File: src/design/ssrq_pkg.sv
`timescale 1ns / 1ps
`default_nettype none
package ssrq_pkg;

    localparam int CAPACITY  = 16;
    localparam int POS_W     = 32;
    localparam int SLOT_W    = $clog2(CAPACITY);
    localparam int CMD_W     = 3;
    localparam int SLOT_IN_W = 4;
    localparam int OCC_W     = 5;

    localparam int S_TDATA_W = 8;
    localparam int M_TDATA_W = 16;

    typedef enum logic [CMD_W-1:0] {
        CMD_RESERVE = 3'd0,
        CMD_COMMIT  = 3'd1,
        CMD_CLAIM   = 3'd2,
        CMD_RELEASE = 3'd3,
        CMD_CLEAR   = 3'd4
    } cmd_t;

    typedef struct packed {
        logic                 full_res;
        logic                 empty_res;
        logic [OCC_W-1:0]     occupancy;
        logic [SLOT_IN_W-1:0] slot_out;
        logic                 ok;
    } result_t;

endpackage
`default_nettype wire

File: src/design/sequenced_slot_ring_queue.sv
// Sequenced slot ring queue control.
// Each item passes through the input register and then the result register.
// Throughput: one item per cycle unless the result is stalled; in the stage between the
// registers, commit/release update one slot sequence, reserve/claim one position, clear all.
// Reset (aresetn low, synchronous): positions cleared, slot i sequence = i, no items held.
`timescale 1ns / 1ps
`default_nettype none
module sequenced_slot_ring_queue (
    input  wire logic                           aclk,
    input  wire logic                           aresetn,
    input  wire logic                           s_axis_tvalid,
    output logic                                s_axis_tready,
    // [2:0] cmd, [6:3] slot_in, [7] zero
    input  wire logic [ssrq_pkg::S_TDATA_W-1:0] s_axis_tdata,
    output logic                                m_axis_tvalid,
    input  wire logic                           m_axis_tready,
    // [0] ok, [4:1] slot_out, [9:5] occupancy, [10] empty_res, [11] full_res, [15:12] zero
    output logic [ssrq_pkg::M_TDATA_W-1:0]      m_axis_tdata
);

    localparam int PW = ssrq_pkg::POS_W;
    localparam int SW = ssrq_pkg::SLOT_W;
    localparam int RW = $bits(ssrq_pkg::result_t);

    logic                                in_valid_reg;
    logic [ssrq_pkg::CMD_W-1:0]          cmd_reg;
    logic [ssrq_pkg::SLOT_IN_W-1:0]      slot_in_reg;

    logic                                out_valid_reg;
    ssrq_pkg::result_t                   res_reg;
    ssrq_pkg::result_t                   res_next;

    logic [PW-1:0]                       tail_reg, tail_next;
    logic [PW-1:0]                       head_reg, head_next;
    logic [PW-1:0]                       seq_reg [ssrq_pkg::CAPACITY];

    logic                                fire;
    logic [SW-1:0]                       addr;
    logic [PW-1:0]                       seq_rd;
    logic                                seq_we;
    logic [PW-1:0]                       seq_wdata;
    logic                                clear;
    logic [PW-1:0]                       diff;

    assign fire          = in_valid_reg && (!out_valid_reg || m_axis_tready);
    assign s_axis_tready = !in_valid_reg || fire;
    assign m_axis_tvalid = out_valid_reg;
    assign m_axis_tdata  = {{(ssrq_pkg::M_TDATA_W - RW){1'b0}}, res_reg};

    always_ff @(posedge aclk) begin
        if (!aresetn) begin
            in_valid_reg <= 1'b0;
        end else if (s_axis_tready) begin
            in_valid_reg <= s_axis_tvalid;
        end
    end

    always_ff @(posedge aclk) begin
        if (s_axis_tvalid && s_axis_tready) begin
            cmd_reg     <= s_axis_tdata[ssrq_pkg::CMD_W-1:0];
            slot_in_reg <= s_axis_tdata[ssrq_pkg::CMD_W +: ssrq_pkg::SLOT_IN_W];
        end
    end

    always_comb begin
        case (cmd_reg)
            ssrq_pkg::CMD_RESERVE: addr = tail_reg[SW-1:0];
            ssrq_pkg::CMD_CLAIM:   addr = head_reg[SW-1:0];
            default:               addr = slot_in_reg[SW-1:0];
        endcase
    end

    assign seq_rd = seq_reg[addr];

    always_comb begin
        tail_next = tail_reg;
        head_next = head_reg;
        seq_we    = 1'b0;
        seq_wdata = seq_rd;
        clear     = 1'b0;
        res_next  = '0;
        case (cmd_reg)
            ssrq_pkg::CMD_RESERVE: begin
                if (seq_rd == tail_reg) begin
                    tail_next         = tail_reg + PW'(1);
                    res_next.ok       = 1'b1;
                    res_next.slot_out = ssrq_pkg::SLOT_IN_W'(addr);
                end
            end
            ssrq_pkg::CMD_COMMIT: begin
                seq_we      = 1'b1;
                seq_wdata   = seq_rd + PW'(1);
                res_next.ok = 1'b1;
            end
            ssrq_pkg::CMD_CLAIM: begin
                if (seq_rd == head_reg + PW'(1)) begin
                    head_next         = head_reg + PW'(1);
                    res_next.ok       = 1'b1;
                    res_next.slot_out = ssrq_pkg::SLOT_IN_W'(addr);
                end
            end
            ssrq_pkg::CMD_RELEASE: begin
                seq_we      = 1'b1;
                seq_wdata   = seq_rd + PW'(ssrq_pkg::CAPACITY - 1);
                res_next.ok = 1'b1;
            end
            ssrq_pkg::CMD_CLEAR: begin
                clear       = 1'b1;
                tail_next   = '0;
                head_next   = '0;
                res_next.ok = 1'b1;
            end
            default: begin
            end
        endcase
        diff               = tail_next - head_next;
        res_next.empty_res = (diff == '0);
        res_next.full_res  = (diff >= PW'(ssrq_pkg::CAPACITY));
        res_next.occupancy = res_next.full_res ? ssrq_pkg::OCC_W'(ssrq_pkg::CAPACITY)
                                               : diff[ssrq_pkg::OCC_W-1:0];
    end

    always_ff @(posedge aclk) begin
        if (!aresetn) begin
            tail_reg <= '0;
            head_reg <= '0;
            for (int i = 0; i < ssrq_pkg::CAPACITY; i++) begin
                seq_reg[i] <= PW'(i);
            end
        end else if (fire) begin
            tail_reg <= tail_next;
            head_reg <= head_next;
            if (clear) begin
                for (int i = 0; i < ssrq_pkg::CAPACITY; i++) begin
                    seq_reg[i] <= PW'(i);
                end
            end else if (seq_we) begin
                seq_reg[addr] <= seq_wdata;
            end
        end
    end

    always_ff @(posedge aclk) begin
        if (!aresetn) begin
            out_valid_reg <= 1'b0;
        end else if (fire) begin
            out_valid_reg <= 1'b1;
        end else if (m_axis_tready) begin
            out_valid_reg <= 1'b0;
        end
    end

    always_ff @(posedge aclk) begin
        if (fire) begin
            res_reg <= res_next;
        end
    end

endmodule
`default_nettype wire

File: config.mk
export PLATFORM = sky130hd
export DESIGN_NAME = sequenced_slot_ring_queue
export DESIGN_NICKNAME = d
export VERILOG_FILES = /design/src/design/ssrq_pkg.sv /design/src/design/sequenced_slot_ring_queue.sv
export SDC_FILE = /design/constraint.sdc
export NUM_CORES = 1
export LEC_CHECK = 0
export BUFFER_PORTS_ARGS = -buffer_cell sky130_fd_sc_hd__clkbuf_2
export CORE_AREA = 2 2 322 196
export DETAILED_ROUTE_END_ITERATION = 6
export DIE_AREA = 0 0 324 198
export PLACE_DENSITY = 0.7
export SLEW_MARGIN = 25
export SYNTH_ARGS = -nofsm -noshare
export SYNTH_HDL_FRONTEND = slang
export SYNTH_SLANG_ARGS = --single-unit
File: constraint.sdc
create_clock -name aclk -period 10.4 [get_ports aclk]
set_input_delay 1.56 -clock aclk [delete_from_list [all_inputs] [get_ports aclk]]
set_output_delay 1.56 -clock aclk [all_outputs]
set_load 0.02 [all_outputs]
Word-level counts from Yosys, hierarchy flattened:

Memory sizes are Yosys's and may differ from the RTL's.
Cells that the tools add are included.

* flip-flop bits (word level): 85
* bits in latches: 0
* bits in writable memories: 512
* memory bits (read-only): 0
* input port bits: 12
* output and inout port bits: 18
* logic and storage cells: 95
* memories: 1

Memory list
* seq_reg: words 16, bits a word 32, rd ports 1, clocked after memory_dff 0, wr ports 16, RTL line sequenced_slot_ring_queue.sv:35 `logic [PW-1:0] seq_reg [ssrq_pkg::CAPACITY];`

* add/sub/neg operators: 5
* multiply operators: 0
* divide/modulo/power cells: 0
* $lt $le $gt $ge: 1
* equal/unequal tests: 6
* shifts and indexed selects: 0
* mux-type cells: 43
* bitwise logic cells: 16
* reductions and logical operators: 12

Operators by type and width (count)
* $mux 32: 19
* $pmux 32 s2: 3
* $add 32x1->32 const B: 3
* $eq 32x32->1: 2
* $add 32x4->32 const B: 1
* $ge 32x5->1 const B: 1
* $logic_not 32->1: 1
* $reduce_or 32->1: 1
* $sub 32x32->32: 1
* $or 1x1->1: 16
* $pmux 4 s2: 2
* $mux 1: 15
* $mux 5: 2
* $eq 3x2->1 const B: 2
* $mux 4: 1
* $eq 3x1->1 const B: 1
* $eq 3x3->1 const B: 1
* $logic_not 3->1: 1
* $pmux 1 s3: 1
* $reduce_or 3->1: 1
* $logic_and 1x1->1: 2
* $logic_not 1->1: 2
* $logic_or 1x1->1: 2
* $reduce_bool 2->1: 1
* $reduce_or 2->1: 1

Logic depth before layout (Yosys ltp):

* depth after elaboration: 10
* gate-level depth with buffers: 40
* mapped depth without buffers: 31

Worst setup path before layout:

No wires, ideal clock.

* kind: reg2reg
* start: register cmd_reg[2] in the netlist's numbering
* end: register res_reg (netlist bit m_axis_tdata[10]), data pin
* setup time: 0.150 ns
* arrival time: 7.178 ns
* data required time: 10.250 ns
* setup slack: 3.072 ns
* cell stages (with the launch flop): 34
* path buffers: 4
* clock period less this slack: 7.328 ns
* cells stage by stage: edfxtp_1 > buf_6 > o21ba_1 > buf_2 > a21oi_4 > buf_6 > buf_12 > mux4_2 > a22o_1 > a211o_1 > xor2_1 > or4b_1 > nor4_1 > and2_1 > nand2_1 > nor2_1 > nor2_1 > a21oi_1 > inv_1 > ha_1 > nor2b_1 > o21a_1 > o21ai_0 > a21oi_1 > o211ai_1 > a21boi_0 > or3b_2 > a22oi_1 > nand4b_1 > nor4_1 > and3_1 > nand2_1 > o32a_4 > nor3_2

RTL lines
* from (decl): RTL line sequenced_slot_ring_queue.sv:26 `logic [ssrq_pkg::CMD_W-1:0] cmd_reg;`
* from (signal assigned): RTL line sequenced_slot_ring_queue.sv:60 `cmd_reg <= s_axis_tdata[ssrq_pkg::CMD_W-1:0];`
* to (signal assigned): RTL line sequenced_slot_ring_queue.sv:155 `res_reg <= res_next;`
* to (decl): RTL line sequenced_slot_ring_queue.sv:30 `ssrq_pkg::result_t res_reg;`

==> reports/results.ini <==
[grt]
grt_pass1_wl_um=177000
grt_use_met1=0.578
track_usage=0.383
grt_most_used_layer=met1
use_met2=0.493
grt_use_met3=0.156
antenna_found_initial=3
overflow=0
grt_pass1_vias=25941
grt_max_degree=86

[layout]
drive_gt1_frac=0.108
final_core_util=0.593
layoutNonFillerInstCount=4186
area_delta_synth_final_pct=9.59
final_nets=3348
final_area_um2=36600
largest_register_ffs=512

[clocking]
cts_buffers=56
clkLatencyLatePin_ps=670
clk_pin_slew_worst_paths_ps=70
ctsLongestPathBuffers=3
clock_sinks=597
hold_buffers=0
htreeDepth=2
tritoncts=built
cts_root_buf=clkbuf_16

[sta]
finalCritPeriodShare=0.981
rsz0062_at_grt=false
setup-tns-final_ps=0
setup_viol=0
worst_slack_ps=197
period_minus_slack_ps=10200
finClkSkew_ps=28.5
fmax_mhz=98.0
final_hold_viol_count=0
slew_viol_final=0
maxSlewHeadroom=0.251
tightest_slew_ps=1090

[floorplanning]
die_x_um=324
dieArea_um2=64200
core_um2=61700
start_util=0.541
fp.dieH_um=198
ios=30
rows=71

[route]
initialDrtViolationCount=5085
vias=28421
antenna_left=0
drt_first_pass_iters=6
avgRoutedWirePerCell_um=29.3
wl_um=123000
viasPerCell=6.79
drc=0

[worst_setup_path]
critical_path.max_fanout=85
cpPeakStageDelay_ps=920
reg2reg_depth=32
setup.worst_path.start_class=register
endpoint_kind=register
arrival_ps=10710
path_class=reg -> reg
cp_slowest_cell=a221oi_1
cp.required_ps=10910

[placed_design]
dpl_cell_area_um2=34800
io_buffers=24
finalWeightedCongestion=1.04
hpwlAfterDp_um=82200
place_inst=4077
dp_slack_ps=737

[yosys]
yosys_warnings=0
synth_seq_cells=597
syn-cell-area_um2=33400
synth_edf_count=531
yosysMostFrequentCell=nor2_1
synth_largest_area_cell=edfxtp_1
synth_cell_type_count=93
synth_common_cells=nor2_1 (668), edfxtp_1 (531), nand2_1 (274), clkbuf_1 (192), a21oi_1 (155)
syn_inst=3324
synth_top_area_frac=0.477
synth_area_leaders=edfxtp_1 (48%), nor2_1 (7.5%), mux2i_1 (4.3%), dfxtp_1 (4.0%), nand2_1 (3.1%)
ys_seq_area_frac=0.517
ys.flop_type=edfxtp_1
synthArstFlopShare=0
avgSynthCellArea_um2=10.0

[status]
status=finished clean

[min_path]
whs_path_depth=1
hold_class=reg -> reg

[power]
leakagePower_uw=0.0133
ir_drop_mv=0.143
power_density_nw_per_um2=158

[flow_run]
maxCapViolCount=0

through the flow:
| stage | total power, uW | hold WS, ps |
|---|---|---|
| after floorplan | 3320 | 478 |
| after global placement | 3660 | 499 |
| after detailed placement | 3690 | 520 |
| after CTS | 5720 | 534 |
| after global routing | 5900 | 562 |
| final | 5790 | 533 |
worst paths after layout:
check / slack [ps] / from / end
worst max-delay path: 200 / cmd_reg[2] / m_axis_tdata[10]
worst min-delay path: 530 / in_valid_reg / m_axis_tvalid
worst max register to register: 200 / cmd_reg[2] / m_axis_tdata[10]
worst min register to register: 530 / in_valid_reg / m_axis_tvalid
cells by family after synthesis:
kind of cell	synth area share
flip-flops	0.517
AO/OA/AOI/OAI	0.143
other	0.000112
AND/OR/NAND/NOR	0.175
adder cells (fa/ha/maj)	0.0147
XOR/XNOR	0.0482
multiplexers	0.0540
buffers and inverters	0.0476
layout make-up:
class                      count  area [um^2]
antenna                        3         7.51
clock buffer                  67         1490
clock inverter                37          303
fill                        5032        25100
inverter                      57          214
multi-input combinational   2389        14800
sequential                   597        17300
tap                          839         1050
timing repair buffer         197         1510
where the power goes:
group | switching [uW] | total (uW) | internal (uW)
logic | 704 | 986 | 283
registers | 26.6 | 2710 | 2680
clock network | 970 | 2090 | 1120
per-layer routing:
layer / vias to the layer above / share of wire
li1: 12007 / -
met1: 13747 / 0.40
met2: 2375 / 0.38
met3: 288 / 0.19
met4: 4 / 0.032
met5: - / 0.00037
layout by cell type (no fill, tap or decap), types with 24 or more instances in the layout:
cell	n
ha_1	36
buf_4	166
o21ai_0	78
or3_1	34
nor2_1	665
o21a_1	38
clkbuf_2	24
edfxtp_1	531
a211oi_1	62
a21oi_1	153
nor3_1	48
dfxtp_1	66
o211a_1	26
xor2_1	74
inv_1	55
and3_1	43
and2_1	27
clkbuf_16	58
nand4_1	30
nand3_1	91
nand2_1	257
a31oi_1	32
mux2i_1	145
xnor2_1	100
o211ai_1	59
repair_timing:
| action | CTS | global route |
|---|---|---|
| gates resized for setup | 0 | 2 |
| endpoints found under the setup margin | 0 | 2 |
| buffers inserted | 0 | 2 |
| hold endpoints to repair | 0 | 0 |
critical path: cells and delay by family (launching register included):
family | cells | cell delay, ps
AO/OA/AOI/OAI | 10 | 4050
XOR/XNOR | 1 | 250
adder cells (fa/ha/maj) | 1 | 340
buffers and inverters | 4 | 1220
flip-flops | 1 | 520
AND/OR/NAND/NOR | 16 | 3530
(Power assumes the default switching activity.)
